--- config.mk ---
export PLATFORM = sky130hd
export DESIGN_NAME = conditional_bernoulli_chain_sampler_top
export DESIGN_NICKNAME = d
export VERILOG_FILES = /design/src/hw/rtl/cbcs_pkg.sv /design/src/hw/rtl/cbcs_ctrl.sv /design/src/hw/rtl/cbcs_dp.sv /design/src/hw/rtl/conditional_bernoulli_chain_sampler_top.sv
export SDC_FILE = /design/constraint.sdc
export NUM_CORES = 2
export LEC_CHECK = 0
export BUFFER_PORTS_ARGS = -buffer_cell sky130_fd_sc_hd__clkbuf_2
export CAP_MARGIN = 20
export CORE_ASPECT_RATIO = 1.2
export CORE_UTILIZATION = 28
export DETAILED_ROUTE_END_ITERATION = 8
export SLEW_MARGIN = 20
export SYNTH_ARGS = -nofsm -noshare
export SYNTH_HDL_FRONTEND = slang
export SYNTH_HIERARCHICAL = 1
export SYNTH_SLANG_ARGS = --single-unit
--- constraint.sdc ---
create_clock -name clk -period 5.8 [get_ports clk]
set_input_delay 1.16 -clock clk [delete_from_list [all_inputs] [get_ports clk]]
set_output_delay 1.16 -clock clk [all_outputs]
set_load 0.05 [all_outputs]
--- src/hw/rtl/cbcs_pkg.sv ---
// Package for the conditional Bernoulli chain sampler.
// Types, codes and fixed widths shared by controller, datapath and top level.
// No dependencies.
package cbcs_pkg;

  localparam int FRAC = 16;
  localparam logic [FRAC:0] ONE_Q = 17'h10000;

  typedef enum logic [1:0] {
    KIND_WR_DEFAULT = 2'd0,
    KIND_WR_RULE    = 2'd1,
    KIND_SELECT     = 2'd2,
    KIND_NONE       = 2'd3
  } kind_t;

  typedef enum logic [0:0] {
    REG_ENTRY_COUNT = 1'd0,
    REG_HOLD_MODE   = 1'd1
  } reg_addr_t;

  typedef struct packed {
    logic [1:0]  kind;
    logic [3:0]  entry_index;
    logic [1:0]  rule_slot;
    logic        rule_enable;
    logic [15:0] cond_mask;
    logic [15:0] cond_values;
    logic [16:0] chance;
    logic [15:0] uniform_draw;
  } in_item_t;

  typedef struct packed {
    logic [15:0] on_set;
    logic [4:0]  on_total;
    logic        from_cache;
  } out_item_t;

  typedef enum logic [3:0] {
    ST_IDLE,
    ST_WRITE,
    ST_START,
    ST_RULE_RD,
    ST_RULE_EV,
    ST_DIV_INIT,
    ST_DIV_RUN,
    ST_DIV_DONE,
    ST_FINISH,
    ST_OUT
  } state_t;

  typedef struct packed {
    logic do_write;
    logic start;
    logic rule_rd;
    logic rule_ev;
    logic div_init;
    logic div_step;
    logic div_done;
    logic finish;
    logic load_out;
  } cmd_t;

  typedef struct packed {
    logic chain_end;
    logic last_slot;
    logic div_skip;
    logic div_last;
    logic cache_hit;
  } stat_t;

  function automatic logic [4:0] popcount16(input logic [15:0] v);
    logic [4:0] n;
    n = '0;
    for (int i = 0; i < 16; i++) n = n + 5'(v[i]);
    return n;
  endfunction

endpackage

--- src/hw/rtl/cbcs_ctrl.sv ---
// Controller state machine of the sampler.
// Depends on cbcs_pkg; drives commands into cbcs_dp.
module cbcs_ctrl import cbcs_pkg::*; (
  input  logic     clk,
  input  logic     rst,
  input  logic     in_fire,
  input  logic [1:0] in_kind,
  input  logic     out_busy,
  input  stat_t    stat,
  output cmd_t     cmd,
  output logic     idle
);

  state_t state, state_next;

  always_ff @(posedge clk) begin
    if (rst) state <= ST_IDLE;
    else state <= state_next;
  end

  always_comb begin
    state_next = state;
    case (state)
      ST_IDLE: begin
        if (in_fire) begin
          if (in_kind == KIND_WR_DEFAULT || in_kind == KIND_WR_RULE) state_next = ST_WRITE;
          else if (in_kind == KIND_SELECT) state_next = ST_START;
        end
      end
      ST_WRITE:    state_next = ST_IDLE;
      ST_START:    state_next = stat.cache_hit ? ST_OUT
                              : (stat.chain_end ? ST_FINISH : ST_RULE_RD);
      ST_RULE_RD:  state_next = ST_RULE_EV;
      ST_RULE_EV:  state_next = stat.last_slot ? ST_DIV_INIT : ST_RULE_RD;
      ST_DIV_INIT: state_next = stat.div_skip ? ST_DIV_DONE : ST_DIV_RUN;
      ST_DIV_RUN:  state_next = stat.div_last ? ST_DIV_DONE : ST_DIV_RUN;
      ST_DIV_DONE: state_next = stat.chain_end ? ST_FINISH : ST_RULE_RD;
      ST_FINISH:   state_next = ST_OUT;
      ST_OUT:      state_next = out_busy ? ST_OUT : ST_IDLE;
      default:     state_next = ST_IDLE;
    endcase
  end

  always_comb begin
    cmd = '0;
    idle = 1'b0;
    case (state)
      ST_IDLE:     idle = 1'b1;
      ST_WRITE:    cmd.do_write = 1'b1;
      ST_START:    cmd.start = 1'b1;
      ST_RULE_RD:  cmd.rule_rd = 1'b1;
      ST_RULE_EV:  cmd.rule_ev = 1'b1;
      ST_DIV_INIT: cmd.div_init = 1'b1;
      ST_DIV_RUN:  cmd.div_step = 1'b1;
      ST_DIV_DONE: cmd.div_done = 1'b1;
      ST_FINISH:   cmd.finish = 1'b1;
      ST_OUT:      cmd.load_out = !out_busy;
      default:     idle = 1'b0;
    endcase
  end

endmodule

--- src/hw/rtl/cbcs_dp.sv ---
// Datapath of the sampler: tables, rule scan, serial divider, cache.
// Depends on cbcs_pkg; commanded by cbcs_ctrl.
module cbcs_dp import cbcs_pkg::*; (
  input  logic     clk,
  input  logic     rst,
  input  logic     in_fire,
  input  in_item_t in_item,
  input  logic [4:0] entry_count,
  input  logic     hold_mode,
  input  cmd_t     cmd,
  output stat_t    stat,
  output out_item_t res
);

  localparam int NRULE = 64;

  in_item_t item;
  logic [16:0] default_mem [16];
  logic [48:0] rule_mem [NRULE];
  logic [NRULE-1:0] rule_valid;
  logic        cache_valid;
  logic [15:0] cached_set;

  logic [3:0]  ent;
  logic [1:0]  slot;
  logic [4:0]  n_eff;
  logic [15:0] rem;
  logic [15:0] set;
  logic [16:0] prob;
  logic [5:0]  best;
  logic        rv;
  logic [48:0] rword;
  logic [16:0] dflt;
  logic        hit;
  logic        on_bit;
  logic [16:0] divisor;
  logic [32:0] prem;
  logic [15:0] quot;
  logic [4:0]  dcnt;

  logic [16:0] chance_sat;
  logic [5:0]  wr_addr;
  logic [5:0]  rd_addr;
  logic [15:0] rmask, rvals;
  logic [4:0]  rbits;
  logic [33:0] trial;

  assign chance_sat = (item.chance > ONE_Q) ? ONE_Q : item.chance;
  assign wr_addr = {item.entry_index, item.rule_slot};
  assign rd_addr = {ent, slot};
  assign rmask = rword[48:33];
  assign rvals = rword[32:17];
  assign rbits = popcount16(rmask);
  assign trial = {prem, 1'b0} - {1'b0, divisor, 16'd0};

  // n_eff is only loaded at the start edge, so test the register directly there
  assign stat.chain_end = cmd.start ? (entry_count == 5'd0)
                                    : ({1'b0, ent} == n_eff - 5'd1);
  assign stat.last_slot = (slot == 2'd3);
  assign stat.div_skip  = ({1'b0, rem} >= prob) && (prob == ONE_Q);
  assign stat.div_last  = (dcnt == 5'd15);
  assign stat.cache_hit = hold_mode && cache_valid;

  always_ff @(posedge clk) begin
    if (in_fire) item <= in_item;
    rword <= rule_mem[rd_addr];
    rv    <= rule_valid[rd_addr];
    dflt  <= default_mem[ent];
    if (cmd.do_write) begin
      if (item.kind == KIND_WR_DEFAULT) default_mem[item.entry_index] <= chance_sat;
      else rule_mem[wr_addr] <= {item.cond_mask, item.cond_values, chance_sat};
    end
  end

  always_ff @(posedge clk) begin
    if (rst) begin
      rule_valid  <= '0;
      cache_valid <= 1'b0;
      cached_set  <= '0;
    end else begin
      if (cmd.do_write) begin
        cache_valid <= 1'b0;
        if (item.kind == KIND_WR_RULE) rule_valid[wr_addr] <= item.rule_enable;
      end
      if (cmd.finish && hold_mode) begin
        cache_valid <= 1'b1;
        cached_set  <= set;
      end
    end
  end

  always_ff @(posedge clk) begin
    if (cmd.start) begin
      n_eff <= (entry_count > 5'd16) ? 5'd16 : entry_count;
      rem   <= item.uniform_draw;
      set   <= '0;
      ent   <= '0;
      slot  <= '0;
      hit   <= hold_mode && cache_valid;
      best  <= 6'h3f;
    end
    if (cmd.rule_ev) begin
      if (slot == 2'd0) prob <= dflt;
      if (rv && ((set & rmask) == (rvals & rmask)) &&
          (best == 6'h3f || {1'b0, rbits} > best)) begin
        best <= {1'b0, rbits};
        prob <= rword[16:0];
      end
      slot <= slot + 2'd1;
    end
    if (cmd.div_init) begin
      on_bit <= ({1'b0, rem} < prob);
      dcnt   <= '0;
      if ({1'b0, rem} < prob) begin
        set[ent] <= 1'b1;
        divisor  <= prob;
        prem     <= {1'b0, rem, 16'd0};
      end else begin
        divisor  <= ONE_Q - prob;
        prem     <= {1'b0, rem - prob[15:0], 16'd0};
      end
    end
    if (cmd.div_step) begin
      // restoring division, remainder held aligned with divisor<<16
      if (!trial[33]) begin
        prem <= trial[32:0];
        quot <= {quot[14:0], 1'b1};
      end else begin
        prem <= {prem[31:0], 1'b0};
        quot <= {quot[14:0], 1'b0};
      end
      dcnt <= dcnt + 5'd1;
    end
    if (cmd.div_done) begin
      if (!stat.div_skip) rem <= quot;
      ent  <= ent + 4'd1;
      slot <= '0;
      best <= 6'h3f;
    end
    if (cmd.load_out) begin
      res.on_set     <= hit ? cached_set : set;
      res.on_total   <= popcount16(hit ? cached_set : set);
      res.from_cache <= hit;
    end
  end

endmodule

--- src/hw/rtl/conditional_bernoulli_chain_sampler_top.sv ---
// Top level of the conditional Bernoulli chain sampler.
// Depends on cbcs_pkg, cbcs_ctrl and cbcs_dp.
//
// Channel   Dir  Handshake            Payload
// in        in   in_valid/in_ready    in_item_t
// out       out  out_valid/out_ready  out_item_t
// apb       in   psel/penable/pready  paddr, pwdata, prdata
//
// A select runs four registered rule reads plus a 16-step serial divider per
// entry; a cached select goes from start straight to the result register.
// rst is synchronous; it clears rule valid bits, cache, registers, FSM.
// The result register holds until taken; in_ready drops while busy.
module conditional_bernoulli_chain_sampler_top import cbcs_pkg::*; (
  input  logic       clk,
  input  logic       rst,
  input  logic       in_valid,
  output logic       in_ready,
  input  in_item_t   in_item,
  output logic       out_valid,
  input  logic       out_ready,
  output out_item_t  out_item,
  input  logic       psel,
  input  logic       penable,
  input  logic       pwrite,
  input  logic [2:0] paddr,
  input  logic [31:0] pwdata,
  output logic [31:0] prdata,
  output logic       pready
);

  logic [4:0] entry_count;
  logic       hold_mode;
  cmd_t       cmd;
  stat_t      stat;
  logic       idle;
  logic       in_fire;
  out_item_t  res;

  assign pready = 1'b1;
  always_ff @(posedge clk) begin
    if (rst) begin
      entry_count <= '0;
      hold_mode   <= 1'b0;
    end else if (psel && penable && pwrite) begin
      if (paddr[2] == REG_ENTRY_COUNT) entry_count <= pwdata[4:0];
      else hold_mode <= pwdata[0];
    end
  end
  assign prdata = (paddr[2] == REG_ENTRY_COUNT) ? {27'd0, entry_count} : {31'd0, hold_mode};

  assign in_ready = idle;
  assign in_fire  = in_valid && in_ready;

  // result register: load when free, clear on take
  always_ff @(posedge clk) begin
    if (rst) out_valid <= 1'b0;
    else if (cmd.load_out) out_valid <= 1'b1;
    else if (out_ready) out_valid <= 1'b0;
  end
  assign out_item = res;

  cbcs_ctrl u_ctrl (
    .clk, .rst, .in_fire, .in_kind(in_item.kind),
    .out_busy(out_valid && !out_ready), .stat, .cmd, .idle
  );

  cbcs_dp u_dp (
    .clk, .rst, .in_fire, .in_item, .entry_count, .hold_mode, .cmd, .stat, .res
  );

endmodule

======== After elaboration in Yosys (flattened, before gate mapping) ========
Memories as Yosys holds them, arrays and structs flattened. A register that Yosys moved wholly into a read port is not among the register bits.
Cells that the tools add are included.
storage, ports and cells
  bits in registers ....................... 327
  word-level logic and storage cells ...... 198
  memories ................................ 2
  memory bits (writable) .................. 3,408
  output and inout bits ................... 57
operators by class
  reduce and logical (&&, ||, !) cells .... 31
  equal/unequal tests ..................... 20
  order comparisons ....................... 10
  bitwise gates (word level) .............. 4
  add/subtract/negate cells ............... 37
  muxes and demuxes ....................... 63
memories
  name              words  width  rd ports  clocked after Yosys merged registers in  wr ports  line           RTL
  u_dp.rule_mem     64     49     1         1                                        1         cbcs_dp.sv:19  logic [48:0] rule_mem [NRULE];
  u_dp.default_mem  16     17     1         1                                        1         cbcs_dp.sv:18  logic [16:0] default_mem [16];
operator list
  kind                                                        count
  adder 5 x 1 -> 5 bit                                        28
  2-to-1 mux 16 bit                                           7
  2-to-1 mux 33 bit                                           3
  2-to-1 mux 17 bit                                           4
  bitwise mux 64 bit                                          1
  one-hot mux 4 bit (9 select lines)                          1
  subtractor 34 x 33 -> 34 bit                                1
  bitwise AND 16 bit                                          2
  2-to-1 mux 32 bit                                           1
  2-to-1 mux 4 bit                                            8
  2-to-1 mux 1 bit                                            26
  2-to-1 mux 6 bit                                            3
  equality test 17 bit, second input constant                 1
  >= comparator 16 x 17 -> 1 bit                              1
  greater-than comparator 17 bit, second input constant       1
  less-than comparator 16 x 17 -> 1 bit                       1
  subtractor 17 bit, first input constant                     1
  equality test 16 bit                                        1
  equality test 4 x 3 -> 1 bit, second input constant         4
  bitwise OR 16 bit                                           1
  subtractor 16 bit                                           1
  2-to-1 mux 5 bit                                            3
  less-than comparator 6 x 7 -> 1 bit, second input constant  2
  nonzero test 2 bit                                          6
  33 further kinds                                            57

======== Longest topological paths before layout ========
  depth in word-level cells ............... 20
  mapped depth ............................ 22

======== Hierarchy ========
Netlist, hierarchy kept.
modules (own cells, without submodules)
  module                                   area each (µm²)  cells an instance  times used  seq. area each (µm²)
  cbcs_dp                                  145,245.6        6,274              1           111,446.9
  conditional_bernoulli_chain_sampler_top  586.8            66                 1           140.1
  cbcs_ctrl                                430.4            59                 1           80.1

======== Worst setup path after synthesis ========
No wires, ideal clock.
  kind .................................... register -> register
  start ................................... register u_dp.rword[38] (read register of u_dp.rule_mem)
  end ..................................... register u_dp.prob[0], enable pin
  cell stages (with the launch flop) ...... 18
  setup time .............................. 397 ps
  clock period less this slack ............ 5,935 ps
  path buffers ............................ 1
  arrival ................................. 5,538 ps
  path slack .............................. -135 ps
  cells stage by stage .................... dfxtp_1 inv_1 fa_1 fa_1 fa_1 fa_1 inv_1 ha_1 fa_1 a21oi_1 nor2b_1 ha_1 and3_1 a31o_2 a21oi_1 o2111ai_1 clkbuf_1 a21oi_1
between the ends
  cells in the longest elaborated chain, start to end .. 16
  elaborated cells on any way between the ends .. 20
ends and longest elaborated chain
  what                                      line            RTL
  start: declaration                        cbcs_dp.sv:32   logic [48:0] rword;
  adder 5 x 1 -> 5 bit (11 in a row)        cbcs_pkg.sv:74  for (int i = 0; i < 16; i++) n = n + 5'(v[i]);
  greater-than comparator 5 x 6 -> 1 bit    cbcs_dp.sv:105  (best == 6'h3f || {1'b0, rbits} > best)) begin
  logical OR 1 bit                          cbcs_dp.sv:105
  logical AND 1 bit (*)                     cbcs_dp.sv:104  if (rv && ((set & rmask) == (rvals & rmask)) &&
  nonzero test 2 bit (no source line) (*)   -
  AND reduction 2 bit (no source line) (*)  -
  end signal: assignment                    cbcs_dp.sv:103  if (slot == 2'd0) prob <= dflt;
  end signal: assignment                    cbcs_dp.sv:107  prob <= rword[16:0];
  end: declaration                          cbcs_dp.sv:29   logic [16:0] prob;
Every way passes the cells marked *; elsewhere a longest branch is shown, timed or not.
A chain may end at the register's enable or synchronous reset.

======== Worst setup path after layout ========
  start ................................... register u_dp.rword[38] (read register of u_dp.rule_mem)
  end ..................................... register u_dp.best[2]
between the ends
  cells in the longest elaborated chain, start to end .. 16
  elaborated cells on any way between the ends .. 20
ends and longest elaborated chain
  what                                    line            RTL
  adder 5 x 1 -> 5 bit (11 in a row)      cbcs_pkg.sv:74
  greater-than comparator 5 x 6 -> 1 bit  cbcs_dp.sv:105
  logical OR 1 bit                        cbcs_dp.sv:105
  logical AND 1 bit                       cbcs_dp.sv:104
  2-to-1 mux 6 bit (*)                    cbcs_dp.sv:104
  2-to-1 mux 6 bit (*)                    cbcs_dp.sv:102  if (cmd.rule_ev) begin
  end signal: assignment                  cbcs_dp.sv:106  best <= {1'b0, rbits};
  end: declaration                        cbcs_dp.sv:30   logic [5:0] best;
Marks and branches as above.

==> results.txt <==
----------------------------------------------------
[Run status]
  Status ... finished, final reports clean

[Critical path]
  Type of element capturing the critical path ... register
  Critical path startpoint category ... register
  Critical path required time ... about 6600 ps
  Worst Path Class, Setup ... reg2reg
  Largest driver fanout on the critical path ... 11
  Data arrival time of the worst path ... between 6000 and 7000 ps

[STA]
  Max-slew headroom at the worst pin ... ~28%
  Slew @ Worst Pin ... about 1100 ps
  Hold Worst Slack ... ~310 ps
  RSZ-0062 raised after global routing ... no
  Slack of the critical path ... about 290 ps
  Timing-limited maximum frequency ... between 150 and 200 MHz
  Final-report max-slew violation count ... 0
  Hold Violations, Final ... 0
  # setup viols final ... 0
  Min cycle time layout ... 5510 ps
  Fraction of the cycle the final worst path needs ... a little over nine tenths
  Final Skew ... approximately 110 ps
  Setup TNS ... 0 ps

[Placed design]
  Dpl cell area ... 0.158 mm2
  Post-DP HPWL ... 225,000 um
  Placed Cells incl. Taps ... around 13,000
  Number of port buffers ... 115
  Routability Congestion ... about 0.8
  Post-placement worst setup slack ... 330 ps

[Route]
  Total routed wirelength ... about 400,000 um
  Number of design rule violations left after detail routing ... 0
  Routed length per instance ... between 20 and 30 um
  Antenna-violating nets left ... 0
  Drt via density ... 4.97
  Via count ... ~70,000
  Pre-Repair DR Iteration Count ... 6
  Violation count after the first detailed-routing iteration ... about 8,600

[Global route]
  Vias in the first global route ... around 72,000
  First-pass GRT wire length ... roughly 560,000 um
  Grt total ovfl ... 0
  Largest net degree at the start of global routing ... 95
  Total track usage ... roughly 15%
  Initial antenna violation count ... 16

[Final layout]
  Final Instance Area ... 0.170 mm2
  Number of standard cells in the layout, taps in and fillers out ... between 10,000 and 15,000
  Total Nets Final ... between 7,000 and 8,000
  Combined area of the multi-input logic cells ... between 0.03 and 0.04 mm2
  Post-layout utilization of the core ... between 30% and 40%
  FF/Latch Area ... 0.112 mm2
  Fillers ... about 48,000
  Layout cell share with drive strength beyond 1 ... between 30% and 40%
  Layout-stage area growth over the synthesis result ... 16.4%

[Floorplan]
  Placement row count ... 290
  Floorplan die area ... 0.525 mm2
  Die span in x ... 662 um
  Die Height ... between 700 and 800 um
  Placeable core region ... just over 0.5 mm2
  Starting density of the core ... 28.1%
  IO Count ... between 150 and 200

[Pwr]
  Final Total Pwr ... roughly 60 mW
  Leakage power summed over all cells ... roughly 52 nW
  Peak supply drop ... roughly 0.27 mV
  Total power divided by cell area ... between 300 and 400 mW/mm2

[Min path]
  Worst min-delay path category ... in2reg

[Clock tree]
  Total clock sinks ... approximately 3,800
  Quantity of hold-fixing buffers added after cts ... 0
  Cell chosen for the clock root ... sky130_fd_sc_hd__clkbuf_16
  H-tree depth reported by CTS ... 5
  Skew-Pair Late Insertion Delay ... slightly above 1000 ps
  Resized cells post-CTS ... 0
  Clock slew seen by the registers of the worst setup and hold paths ... approximately 60 ps
  CTS tree ... yes
  CTS Buffer Depth ... 4
  Total clock buffers created by CTS ... 386
  Total setup buffers inserted after CTS ... 0

[Synthesis]
  Total of warnings raised by yosys ... 6
  Mapped cell area ... 0.146 mm2
  Gate Count Post-Synth ... between 6,000 and 7,000
  Average cell area after synthesis ... 22.9 um2

[Run]
  Number of max-cap violations ... 0

----------------------------------------------------
==> worst paths after layout <==
path / cells after the start / slack, ps / end / from
max: 18 / 290 / u_dp/best[2]$_SDFF_PP1_ / u_dp/rword[38]$_DFF_P_
max reg2reg: 18 / 290 / u_dp/best[2]$_SDFF_PP1_ / u_dp/rword[38]$_DFF_P_
min: 1 / 310 / u_dp/item[19]$_DFFE_PP_ / in_item[19]
min reg2reg: 2 / 440 / u_dp/cached_set[11]$_SDFFE_PP0P_ / u_dp/set[11]$_DFF_P_
==> sequential cells by signal, indices dropped and copies added, names as in the netlist, 6 cells and up <==
name	cells
u_dp/cached_set	16
u_dp/best	6
u_dp/prem	17
u_dp/rule_valid	64
u_dp/res	22
u_dp/set	16
u_dp/default_mem	272
u_dp/rem	16
u_dp/item	74
u_dp/rule_mem	3136
u_dp/prob	17
u_dp/divisor	17
u_dp/dflt	17
u_dp/rword	49
u_dp/quot	16
==> final cells by class <==
type / instances / area share (%)
Antenna cell: 33 / 0.0485
Tap cell: 6862 / 5.04
Inverter: 115 / 0.261
Clock buffer: 495 / 6.06
Sequential cell: 3785 / 65.6
Timing Repair Buffer: 420 / 2.13
Clock inverter: 217 / 1.29
Multi-Input combinational cell: 2170 / 19.6
==> report_power, final <==
| part | leakage (nW) | internal (mW) | switching [mW] |
|---|---|---|---|
| sequential | 34.0 | 30.3 | 0.221 |
| combinational | 11.6 | 1.98 | 2.65 |
| clock | 6.03 | 13.9 | 10.7 |
| total | 51.6 | 46.2 | 13.5 |
==> placed cells by master, fill, tap and decap left out, types with 23 or more instances in the layout <==
| master | n |
|---|---|
| sky130_fd_sc_hd__clkinv_1 | 82 |
| sky130_fd_sc_hd__dfxtp_1 | 197 |
| sky130_fd_sc_hd__o21ai_0 | 42 |
| sky130_fd_sc_hd__nand2_1 | 98 |
| sky130_fd_sc_hd__ha_1 | 58 |
| sky130_fd_sc_hd__mux2_2 | 41 |
| sky130_fd_sc_hd__nand2b_1 | 30 |
| sky130_fd_sc_hd__buf_12 | 58 |
| sky130_fd_sc_hd__mux4_2 | 1135 |
| sky130_fd_sc_hd__clkinv_2 | 46 |
| sky130_fd_sc_hd__clkbuf_1 | 87 |
| sky130_fd_sc_hd__conb_1 | 28 |
| sky130_fd_sc_hd__clkbuf_16 | 390 |
| sky130_fd_sc_hd__nor2_4 | 66 |
| sky130_fd_sc_hd__a211oi_1 | 71 |
| sky130_fd_sc_hd__edfxtp_1 | 3586 |
| sky130_fd_sc_hd__nor2_1 | 70 |
| sky130_fd_sc_hd__xnor2_1 | 44 |
| sky130_fd_sc_hd__inv_1 | 113 |
| sky130_fd_sc_hd__mux2i_1 | 23 |
| sky130_fd_sc_hd__clkbuf_2 | 114 |
| sky130_fd_sc_hd__a21oi_1 | 117 |
| sky130_fd_sc_hd__diode_2 | 33 |
| sky130_fd_sc_hd__bufinv_16 | 28 |
| sky130_fd_sc_hd__buf_4 | 246 |
==> per-layer routing <==
| metal | up-vias | track usage, % | share of wire (%) |
|---|---|---|---|
| li1 | 28000 | - | - |
| met3 | 600 | 2.74 | 7.5 |
| met5 | - | 0 | 0.0033 |
| met1 | 38400 | 19.3 | 39 |
| met4 | 2 | 4.26 | 3.0 |
| met2 | 3033 | 25.3 | 51 |
==> worst max-delay path: stages (launching register included) <==
cell and delay (ps):
sky130_fd_sc_hd__dfxtp_1 340, sky130_fd_sc_hd__inv_1 70, sky130_fd_sc_hd__fa_1 510, sky130_fd_sc_hd__fa_1 580, sky130_fd_sc_hd__fa_1 460, sky130_fd_sc_hd__fa_1 500, sky130_fd_sc_hd__inv_1 50, sky130_fd_sc_hd__ha_1 210
sky130_fd_sc_hd__fa_1 460, sky130_fd_sc_hd__a21oi_1 150, sky130_fd_sc_hd__nor2b_1 70, sky130_fd_sc_hd__ha_1 300, sky130_fd_sc_hd__and3_1 220, sky130_fd_sc_hd__a31o_2 250, sky130_fd_sc_hd__a21oi_1 180, sky130_fd_sc_hd__o2111ai_2 200
sky130_fd_sc_hd__or2_2 440, sky130_fd_sc_hd__o21ai_0 270, sky130_fd_sc_hd__nand2b_1 130
Power figures use the tool's default switching activity.
